$ cat src/rtl/core/frame_difference_peak_tracker_macros.svh
// assertion macros for the frame difference peak tracker
`ifndef FRAME_DIFFERENCE_PEAK_TRACKER_MACROS_SVH
`define FRAME_DIFFERENCE_PEAK_TRACKER_MACROS_SVH

// condition holds in the same cycle
`define FDPT_ASSERT_NOW(name, pre, post, msg) \
  name: assert property (@(posedge clk_i) disable iff (!rst_ni) (pre) |-> (post)) \
    else $error(msg);

// condition holds in the next cycle
`define FDPT_ASSERT_NEXT(name, pre, post, msg) \
  name: assert property (@(posedge clk_i) disable iff (!rst_ni) (pre) |=> (post)) \
    else $error(msg);

`endif

$ cat src/rtl/core/fdpt_pkg.sv
// shared constants and types of the frame difference peak tracker
`default_nettype none

package fdpt_pkg;

  localparam int unsigned CoordBitsDef = 12;
  localparam int unsigned PortCoordW   = 12;
  localparam int unsigned PixW         = 8;
  localparam int unsigned ThrW         = 8;
  localparam int unsigned CntW         = 22;
  localparam int unsigned SubW         = 24;
  localparam int unsigned NumCh        = 3;
  localparam int unsigned CfgIdxW      = 1;

  typedef logic signed [9:0] diff_t;
  typedef logic signed [8:0] rise_t;
  typedef logic [CntW-1:0]   cnt_t;
  typedef logic [SubW-1:0]   sub_t;
  typedef logic [1:0]        chan_t;
  typedef logic [PixW-1:0]   pix_t;
  typedef logic [ThrW-1:0]   thr_t;
  typedef logic [CfgIdxW-1:0] cfg_idx_t;

  localparam chan_t CH_RED   = 2'd0;
  localparam chan_t CH_GREEN = 2'd1;
  localparam chan_t CH_BLUE  = 2'd2;

  localparam cfg_idx_t CFG_MAIN_THR = 1'b0;
  localparam cfg_idx_t CFG_SUB_THR  = 1'b1;

  localparam rise_t RiseRst = -9'sd1;
  localparam diff_t FallRst = 10'sd256;
  localparam cnt_t  CntMax  = '1;
  localparam sub_t  SubMax  = '1;

endpackage

`default_nettype wire

$ cat src/rtl/core/frame_difference_peak_tracker.sv
// frame difference peak tracker: per-channel peak rise and fall with counts
// a pixel is registered, then folded into the frame state in the next cycle; an end-of-frame
// pixel may wait there, and its fold loads three results that start in the cycle after
// throughput: one pixel per cycle but for that wait; the three results leave one per cycle while
// out_ready_i is high; a further end-of-frame pixel waits only while the previous three are queued
// reset: asynchronous, clears thresholds and frame state, no item or result held
`default_nettype none

`include "frame_difference_peak_tracker_macros.svh"

module frame_difference_peak_tracker #(
  parameter int unsigned COORD_BITS = fdpt_pkg::CoordBitsDef
) (
  input  logic                                clk_i,
  input  logic                                rst_ni,
  input  logic                                cfg_we_i,
  input  fdpt_pkg::cfg_idx_t                  cfg_idx_i,
  input  fdpt_pkg::thr_t                      cfg_wdata_i,
  input  logic                                in_valid_i,
  output logic                                in_ready_o,
  input  fdpt_pkg::pix_t                      old_red_i,
  input  fdpt_pkg::pix_t                      old_green_i,
  input  fdpt_pkg::pix_t                      old_blue_i,
  input  fdpt_pkg::pix_t                      new_red_i,
  input  fdpt_pkg::pix_t                      new_green_i,
  input  fdpt_pkg::pix_t                      new_blue_i,
  input  logic [fdpt_pkg::PortCoordW-1:0]     row_i,
  input  logic [fdpt_pkg::PortCoordW-1:0]     column_i,
  input  logic                                excluded_i,
  input  logic                                frame_end_i,
  output logic                                out_valid_o,
  input  logic                                out_ready_i,
  output fdpt_pkg::chan_t                     channel_o,
  output logic signed [8:0]                   peak_rise_o,
  output logic [fdpt_pkg::PortCoordW-1:0]     rise_row_o,
  output logic [fdpt_pkg::PortCoordW-1:0]     rise_column_o,
  output logic signed [9:0]                   peak_fall_o,
  output logic [fdpt_pkg::PortCoordW-1:0]     fall_row_o,
  output logic [fdpt_pkg::PortCoordW-1:0]     fall_column_o,
  output fdpt_pkg::cnt_t                      rises_over_o,
  output fdpt_pkg::cnt_t                      falls_under_o,
  output fdpt_pkg::sub_t                      sub_total_o,
  output logic                                last_o
);

  import fdpt_pkg::*;

  localparam int unsigned LocW = (COORD_BITS < PortCoordW) ? COORD_BITS : PortCoordW;
  typedef logic [LocW-1:0] loc_t;

  // configuration
  thr_t main_thr_q, sub_thr_q;

  // input register
  logic stg_vld_q;
  pix_t stg_old_q [NumCh];
  pix_t stg_new_q [NumCh];
  loc_t stg_row_q, stg_col_q;
  logic stg_excl_q, stg_fend_q;

  // frame state
  rise_t max_q [NumCh];
  diff_t min_q [NumCh];
  loc_t  max_row_q [NumCh];
  loc_t  max_col_q [NumCh];
  loc_t  min_row_q [NumCh];
  loc_t  min_col_q [NumCh];
  cnt_t  above_q [NumCh];
  cnt_t  below_q [NumCh];
  sub_t  sub_q;

  rise_t max_d [NumCh];
  diff_t min_d [NumCh];
  loc_t  max_row_d [NumCh];
  loc_t  max_col_d [NumCh];
  loc_t  min_row_d [NumCh];
  loc_t  min_col_d [NumCh];
  cnt_t  above_d [NumCh];
  cnt_t  below_d [NumCh];
  sub_t  sub_d;

  // result snapshot
  logic  snap_vld_q;
  chan_t ch_q;
  rise_t snap_rise_q [NumCh];
  diff_t snap_fall_q [NumCh];
  loc_t  snap_rrow_q [NumCh];
  loc_t  snap_rcol_q [NumCh];
  loc_t  snap_frow_q [NumCh];
  loc_t  snap_fcol_q [NumCh];
  cnt_t  snap_above_q [NumCh];
  cnt_t  snap_below_q [NumCh];
  sub_t  snap_sub_q;

  logic snap_free, advance, in_acc, out_acc;

  assign out_acc   = snap_vld_q && out_ready_i;
  assign snap_free = !snap_vld_q || (out_ready_i && (ch_q == CH_BLUE));
  assign advance   = stg_vld_q && (!stg_fend_q || snap_free);
  assign in_ready_o = !stg_vld_q || advance;
  assign in_acc    = in_valid_i && in_ready_o;

  // per-channel update
  always_comb begin
    diff_t      diff;
    diff_t      mthr, sthr;
    logic       rise_up, fall_dn;
    logic [2:0] n_sub;
    logic [SubW:0] sub_sum;
    mthr  = diff_t'({2'b00, main_thr_q});
    sthr  = diff_t'({2'b00, sub_thr_q});
    n_sub = '0;
    for (int c = 0; c < NumCh; c++) begin
      diff = diff_t'({2'b00, stg_new_q[c]}) - diff_t'({2'b00, stg_old_q[c]});
      rise_up = !stg_excl_q && (diff > diff_t'(max_q[c]));
      fall_dn = !stg_excl_q && (diff < min_q[c]);
      max_d[c]     = max_q[c];
      max_row_d[c] = max_row_q[c];
      max_col_d[c] = max_col_q[c];
      above_d[c]   = above_q[c];
      min_d[c]     = min_q[c];
      min_row_d[c] = min_row_q[c];
      min_col_d[c] = min_col_q[c];
      below_d[c]   = below_q[c];
      if (rise_up) begin
        max_d[c]     = diff[8:0];
        max_row_d[c] = stg_row_q;
        max_col_d[c] = stg_col_q;
        if (diff > mthr && above_q[c] != CntMax) begin
          above_d[c] = above_q[c] + cnt_t'(1);
        end
        if (diff > sthr) begin
          n_sub = n_sub + 3'd1;
        end
      end
      if (fall_dn) begin
        min_d[c]     = diff;
        min_row_d[c] = stg_row_q;
        min_col_d[c] = stg_col_q;
        if (diff < -mthr && below_q[c] != CntMax) begin
          below_d[c] = below_q[c] + cnt_t'(1);
        end
        if (diff < -sthr) begin
          n_sub = n_sub + 3'd1;
        end
      end
    end
    sub_sum = {1'b0, sub_q} + (SubW+1)'(n_sub);
    sub_d   = sub_sum[SubW] ? SubMax : sub_sum[SubW-1:0];
  end

  // configuration writes
  always_ff @(posedge clk_i or negedge rst_ni) begin
    if (!rst_ni) begin
      main_thr_q <= '0;
      sub_thr_q  <= '0;
    end else if (cfg_we_i) begin
      case (cfg_idx_i)
        CFG_MAIN_THR: main_thr_q <= cfg_wdata_i;
        CFG_SUB_THR:  sub_thr_q  <= cfg_wdata_i;
        default: ;
      endcase
    end
  end

  // input register
  always_ff @(posedge clk_i or negedge rst_ni) begin
    if (!rst_ni) begin
      stg_vld_q <= 1'b0;
    end else if (in_acc) begin
      stg_vld_q <= 1'b1;
    end else if (advance) begin
      stg_vld_q <= 1'b0;
    end
  end

  always_ff @(posedge clk_i) begin
    if (in_acc) begin
      stg_old_q[0] <= old_red_i;
      stg_old_q[1] <= old_green_i;
      stg_old_q[2] <= old_blue_i;
      stg_new_q[0] <= new_red_i;
      stg_new_q[1] <= new_green_i;
      stg_new_q[2] <= new_blue_i;
      stg_row_q    <= row_i[LocW-1:0];
      stg_col_q    <= column_i[LocW-1:0];
      stg_excl_q   <= excluded_i;
      stg_fend_q   <= frame_end_i;
    end
  end

  // frame state, cleared after the last pixel of a frame
  always_ff @(posedge clk_i or negedge rst_ni) begin
    if (!rst_ni) begin
      for (int c = 0; c < NumCh; c++) begin
        max_q[c]     <= RiseRst;
        min_q[c]     <= FallRst;
        max_row_q[c] <= '0;
        max_col_q[c] <= '0;
        min_row_q[c] <= '0;
        min_col_q[c] <= '0;
        above_q[c]   <= '0;
        below_q[c]   <= '0;
      end
      sub_q <= '0;
    end else if (advance) begin
      if (stg_fend_q) begin
        for (int c = 0; c < NumCh; c++) begin
          max_q[c]     <= RiseRst;
          min_q[c]     <= FallRst;
          max_row_q[c] <= '0;
          max_col_q[c] <= '0;
          min_row_q[c] <= '0;
          min_col_q[c] <= '0;
          above_q[c]   <= '0;
          below_q[c]   <= '0;
        end
        sub_q <= '0;
      end else begin
        max_q     <= max_d;
        min_q     <= min_d;
        max_row_q <= max_row_d;
        max_col_q <= max_col_d;
        min_row_q <= min_row_d;
        min_col_q <= min_col_d;
        above_q   <= above_d;
        below_q   <= below_d;
        sub_q     <= sub_d;
      end
    end
  end

  // result sequencing
  always_ff @(posedge clk_i or negedge rst_ni) begin
    if (!rst_ni) begin
      snap_vld_q <= 1'b0;
      ch_q       <= CH_RED;
    end else if (advance && stg_fend_q) begin
      snap_vld_q <= 1'b1;
      ch_q       <= CH_RED;
    end else if (out_acc) begin
      if (ch_q == CH_BLUE) begin
        snap_vld_q <= 1'b0;
        ch_q       <= CH_RED;
      end else begin
        ch_q <= ch_q + chan_t'(1);
      end
    end
  end

  always_ff @(posedge clk_i) begin
    if (advance && stg_fend_q) begin
      snap_rise_q  <= max_d;
      snap_fall_q  <= min_d;
      snap_rrow_q  <= max_row_d;
      snap_rcol_q  <= max_col_d;
      snap_frow_q  <= min_row_d;
      snap_fcol_q  <= min_col_d;
      snap_above_q <= above_d;
      snap_below_q <= below_d;
      snap_sub_q   <= sub_d;
    end
  end

  assign out_valid_o   = snap_vld_q;
  assign channel_o     = ch_q;
  assign peak_rise_o   = snap_rise_q[ch_q];
  assign rise_row_o    = PortCoordW'(snap_rrow_q[ch_q]);
  assign rise_column_o = PortCoordW'(snap_rcol_q[ch_q]);
  assign peak_fall_o   = snap_fall_q[ch_q];
  assign fall_row_o    = PortCoordW'(snap_frow_q[ch_q]);
  assign fall_column_o = PortCoordW'(snap_fcol_q[ch_q]);
  assign rises_over_o  = snap_above_q[ch_q];
  assign falls_under_o = snap_below_q[ch_q];
  assign sub_total_o   = snap_sub_q;
  assign last_o        = snap_vld_q && (ch_q == CH_BLUE);

  `FDPT_ASSERT_NOW(a_chan_range, snap_vld_q, ch_q == CH_RED || ch_q == CH_GREEN || ch_q == CH_BLUE, "result channel out of range")
  `FDPT_ASSERT_NOW(a_last_blue, out_valid_o, last_o == (channel_o == CH_BLUE), "last flag not on blue result")
  `FDPT_ASSERT_NEXT(a_snap_load, advance && stg_fend_q, snap_vld_q && ch_q == CH_RED, "frame results not started after last pixel")
  `FDPT_ASSERT_NEXT(a_end_stall, stg_vld_q && stg_fend_q && !snap_free, stg_vld_q && stg_fend_q, "last pixel lost while results pending")

endmodule

`default_nettype wire

$ cat config.mk
export PLATFORM = sky130hd
export DESIGN_NAME = frame_difference_peak_tracker
export DESIGN_NICKNAME = d
export VERILOG_FILES = /design/src/rtl/core/fdpt_pkg.sv /design/src/rtl/core/frame_difference_peak_tracker.sv
export VERILOG_INCLUDE_DIRS = /design/src /design/src/rtl/core
export SDC_FILE = /design/constraint.sdc
export NUM_CORES = 1
export LEC_CHECK = 0
export ABC_AREA = 1
export BUFFER_PORTS_ARGS = -buffer_cell sky130_fd_sc_hd__buf_2
export CORE_AREA = 3 3 294 296
export DETAILED_ROUTE_END_ITERATION = 12
export DIE_AREA = 0 0 297 299
export GPL_TIMING_DRIVEN = 0
export PLACE_DENSITY = 0.74
export SYNTH_ARGS = -nofsm -noshare
export SYNTH_HDL_FRONTEND = slang
export SYNTH_SLANG_ARGS = --single-unit
$ cat constraint.sdc
create_clock -name clk_i -period 15.85 [get_ports clk_i]
set_clock_uncertainty 0.05 [all_clocks]
set_input_delay 2.3775 -clock clk_i [delete_from_list [all_inputs] [get_ports clk_i]]
set_output_delay 2.3775 -clock clk_i [all_outputs]
set_load 0.02 [all_outputs]
Word-level counts from Yosys, hierarchy flattened
Memory sizes are Yosys's and may differ from the RTL's.
Cells that the tools add are included.
Word-level totals
  latch bits: 0
  memories: 2
  output and inout bits: 140
  input port bits: 88
  RAM bits: 48
  flip-flop bits (word level): 760
  bits in read-only memories: 0
Operators by class
  bitwise logic cells: 2
  $add $sub $neg: 18
  mux-type cells: 86
  reductions and logical operators: 31
  equality and inequality tests: 7
  shifts and indexed selects: 0
  order comparisons: 19
  divide/modulo/power cells: 0
  $mul: 0
Memories
  stg_new_q: words 3, bits a word 8, read ports 3, clocked after Yosys merged registers in 0, wr ports 3, RTL line frame_difference_peak_tracker.sv:57  | pix_t stg_new_q [NumCh];
  stg_old_q: words 3, bits a word 8, read ports 3, clocked after Yosys merged registers in 0, wr ports 3, RTL line frame_difference_peak_tracker.sv:56  | pix_t stg_old_q [NumCh];
Operators by type and width (number)
  two-way mux 22 bit: 16
  two-way mux 12 bit: 20
  two-way mux 36 bit: 4
  adder 22 x 1 -> 22 bit (second input constant): 6
  two-way mux 66 bit: 2
  inequality test 22 bit (second input constant): 6
  binary-select mux 12 bit (select 2 bit): 4
  < comparator 9 x 10 -> 1 bit: 9
  binary-select mux 22 bit (select 2 bit): 2
  > comparator 9 bit: 9
  two-way mux 10 bit: 5
  two-way mux 24 bit: 2
  two-way mux 9 bit: 5
  two-way mux 3 bit: 10
  two-way mux 30 bit: 1
  two-way mux 27 bit: 1
  subtractor 8 x 8 -> 9 bit: 3
  adder 24 x 3 -> 25 bit: 1
  binary-select mux 10 bit (select 2 bit): 1
  negation 8 -> 10 bit: 2
  binary-select mux 9 bit (select 2 bit): 1
  logical AND 1 bit: 18
  adder 3 x 1 -> 3 bit (second input constant): 5
  two-way mux 1 bit: 9
  10 further kinds: 21

Depth between registers and ports, before layout
  depth in word-level cells: 22
  depth in mapped cells: 54
  depth with buffers taken out: 54

Least setup slack after synthesis
Ideal clock, no wire load.
  kind: input to register
  start: input port out_ready_i
  end: register snap_above_q[0] in the netlist's numbering, enable pin
  slack: 5221 ps
  data arrival time: 9872 ps
  path buffers: 0
  stages on the path: 8
  cell sequence: inv_1 o21ai_0 inv_1 nand2_1 nand2_1 inv_1 nand2_1 inv_1
Between the ends
  cells in the longest elaborated chain, start to end: 5
Ends and longest elaborated chain
  from (decl): RTL line frame_difference_peak_tracker.sv:32  | input logic out_ready_i,
  logical AND 1 bit: RTL line frame_difference_peak_tracker.sv:98  | assign snap_free = !snap_vld_q || (out_ready_i && (ch_q == CH_BLUE));
  logical OR 1 bit: RTL line frame_difference_peak_tracker.sv:98
  logical OR 1 bit: RTL line frame_difference_peak_tracker.sv:99  | assign advance = stg_vld_q && (!stg_fend_q || snap_free);
  logical AND 1 bit: RTL line frame_difference_peak_tracker.sv:99
  logical AND 1 bit: RTL line frame_difference_peak_tracker.sv:252  | if (advance && stg_fend_q) begin
  to (signal assigned): RTL line frame_difference_peak_tracker.sv:259  | snap_above_q <= above_d;
  to (decl): RTL line frame_difference_peak_tracker.sv:91  | cnt_t snap_above_q [NumCh];
Every way passes these cells.
A chain may end at the register's enable or synchronous reset.

==> results by group <==
Setup path
  – Critical Path AT: 9740 ps
  – CP Capture Type: flip-flop
  – CP max-delay cell: xor2_1
  – CP Max Fanout: 9
  – Sum of buffers and inverters on the critical path: 1
  – Max stage delay on crit path: 1100 ps
  – Crit Path Class: flip-flop to flip-flop
  – Delay-heaviest family, CP: simple AND/OR/NAND/NOR gates
  – Most common cell on crit path: nand2_1
  – CP startpoint kind: flip-flop
  – WP data required: 16290 ps

Timing
  – RSZ-0062 raised after global routing: no
  – Transition time of the tightest slew-check pin: 1450 ps
  – Period Utilization, post-route: roughly 60%
  – Final setup violation count: 0
  – FMAX: 108 MHz
  – Setup tns final: 0 ps
  – Fin crit period: 9290 ps
  – Fin. max-slew vios: 0
  – Slew HR: 3.12%
  – Final hold vios: 0

Place
  – HPWL Detailed: between 90 and 100 mm
  – Placed Cells: around 6k
  – Gpl congestion: 0.957
  – I/O Buffers: approximately 230

Clocking
  – Post-CTS Setup Inserts: 0
  – CTS buffer count: 88
  – Sinks on the clock net: 808
  – CTS Root Cell: clkbuf_16
  – CTS tree: done
  – Clk Latency, worst-skew pair: 680 ps
  – Clock Pin Slew Worst Setup and Hold Paths: 60 ps
  – Post-cts sizing count: 0
  – # hold bufs at CTS: 0
  – Htree depth: 3
  – Longest Clk Path Bufs: 3

Synthesis
  – Top cells by area, synth: edfxtp_1, dfrtp_1, nand2_1
  – Mean post-synth cell area: 9.05 um^2
  – Sequential share of the synthesized area: 53.4%
  – Cell accounting for the most synthesized area: edfxtp_1
  – Syn_nets: 4926
  – Synth top area share: just over 30%
  – EDFF count, synth: 431
  – Asr flop ratio synth: 46.7%
  – Main synth FF type: edfxtp_1
  – Seq cells post-synth: 808
  – Library cells used by synthesis: 60
  – Synth warnings: 0
  – Post-Syn Area: 42000 um^2
  – Post-Synthesis Cells: 4641

Global routing
  – Vias in the first global route: 33.5k
  – Initial antenna violation count: 6
  – Largest net degree at the start of global routing: 125
  – Total GRT Usage: 27.8%
  – Gr ovfl total: 0
  – First-pass GRT wire length: approximately 190 mm

Min path
  – Hold crit path type: flip-flop to flip-flop

Cells and area
  – Most common cell after layout, fill and taps aside: nand2_1
  – Most frequent cells in the layout: nand2_1, inv_1, edfxtp_1
  – Fillers: 7338
  – Layout Cells excl Fill: 6175
  – Nets: approximately 5.2k
  – Layout cell share with drive strength beyond 1: 9.19%
  – Area growth, synth to finish: 13.7%

Route
  – Overall routed net length: approximately 130 mm
  – Vias/cell: 5.60
  – TritonRoute pass-1 iters: 7
  – DRT iter0 DRCs: 3623
  – Avg WL per Cell: between 20 and 25 um
  – DR vias: 34.6k
  – Drc violations: 0
  – Antenna Violating Nets Remaining: 0

Status
  – Status: completed

Power and ir drop
  – Leakage: about 22 nW
  – Power Density: 223 nW/um^2
  – VDD IR max: 111 uV

Floorplan
  – Core area: about 84000 um^2
  – Die Width: 297 um
  – Die area: just under 90000 um^2
  – Die height: 299 um
  – Initial Util: 50.1%
  – Rows: between 100 and 150
  – # IOs: 228

Flow run
  – Max cap viols: 0
==> synth_stat cells, types with 4 or more instances <==
cell,n
o22ai_2,8
a21oi_1,86
nor4_1,30
nor2_2,6
nand3b_1,8
dfrtp_1,347
edfxtp_1,431
nor2_1,160
xnor2_1,8
nand4_1,58
nor3_1,58
mux2i_1,22
o21ai_1,4
nand3_2,4
a21o_1,8
ha_1,193
inv_1,781
fa_1,4
buf_2,12
o21ai_0,408
buf_1,15
nand2_1,1000
a21boi_0,21
clkbuf_1,159
o21bai_1,5
nor2_4,4
o2111ai_1,5
a31oi_1,4
o211ai_1,4
xor2_1,153
nand3_1,330
or2_2,8
dfstp_2,30
o22ai_1,228
==> layer usage <==
metal	up-vias	wire [um]	track usage, %
met5	-	0	0
met4	0	7330	14.3
met3	349	11000	4.53
met2	1694	56200	43.6
met1	16404	50500	37.4
li1	16135	-	-
==> path summary, 6_finish.rpt <==
check | start | end | slack, ps | depth (start not counted)
min reg2reg | sub_q[0]$_DFFE_PN0P_ | sub_q[0]$_DFFE_PN0P_ | 440 | 2
min in group asynchronous | rst_ni | below_q[7]$_DFFE_PN0P_ | 1660 | 1
max reg2reg | stg_new_q[0][2]$_DFFE_PP_ | sub_q[23]$_DFFE_PN0P_ | 6560 | 46
max | stg_new_q[0][2]$_DFFE_PP_ | sub_q[23]$_DFFE_PN0P_ | 6560 | 46
min | sub_q[0]$_DFFE_PN0P_ | sub_q[0]$_DFFE_PN0P_ | 440 | 2
max in group asynchronous | rst_ni | min_q[11]$_DFFE_PN0P_ | 12960 | 2
==> cells by family (layout without fill, tap and decap cells) <==
| family | count (synthesis) | in the layout | synth area share, % |
|---|---|---|---|
| other cells | 0 | 2 | 0 |
| compound gates | 798 | 798 | 10.8 |
| buf+inv | 974 | 1372 | 8.79 |
| simple gates | 1681 | 1681 | 17.3 |
| flops | 808 | 808 | 53.4 |
| xor+xnor | 161 | 161 | 3.36 |
| mux | 22 | 22 | 0.524 |
| fa+ha+maj | 197 | 197 | 5.94 |
==> worst reg2reg max path: cells and delay by family (launching register included) <==
| kind | cells | cell delay (ps) |
|---|---|---|
| buffers and inverters | 1 | 390 |
| adder cells (fa/ha/maj) | 7 | 2110 |
| flip-flops | 1 | 370 |
| AND/OR/NAND/NOR | 28 | 3360 |
| AO/OA/AOI/OAI | 7 | 1140 |
| XOR/XNOR | 3 | 1730 |
==> metrics by stage <==
step / power [W] / instance area, um^2 / utilization [%] / setup WS [ps] / hold WS (ps)
after floorplan: 0.00675 / 42000 / - / 5220 / 409
after global placement: 0.00839 / 44500 / 53.1 / 1160 / 425
after detailed placement: 0.00847 / 44700 / 53.4 / 6620 / 430
after CTS: 0.0106 / 47700 / 56.9 / 6530 / 445
after global routing: 0.0113 / 47700 / 56.9 / 5900 / 503
final: 0.0107 / 47700 / 57.0 / 6560 / 440
==> layout make-up <==
class,count,area (um^2),share of cell area [%]
clock inverters,38,432,0.904
repair buffers,233,1310,2.75
inverters,785,2960,6.19
diodes,2,5.00,0.0105
well taps,1134,1420,2.97
clock buffers,127,2560,5.37
flip-flops and latches,808,22400,47.0
multi-input cells,2859,15900,33.3
plain buffers,189,743,1.56
==> state kept, by name (all words and copies together) (netlist names), 12 cells and up <==
signal,count
above_q,66
below_q,66
max_col_q,36
max_q,27
max_row_q,36
min_col_q,36
min_q,30
min_row_q,36
snap_above_q,66
snap_below_q,66
snap_fall_q,30
snap_fcol_q,36
snap_frow_q,36
snap_rcol_q,36
snap_rise_q,27
snap_rrow_q,36
stg_col_q,12
stg_new_q,24
stg_old_q,24
stg_row_q,12
sub_q,24
sub_total_o,24
==> where the power goes <==
part           switching [W]  total, W  internal (W)
registers           0.000361   0.00352       0.00316
clock network       0.000902   0.00209       0.00119
logic                0.00360   0.00505       0.00145
Power figures use the tool's default switching activity.
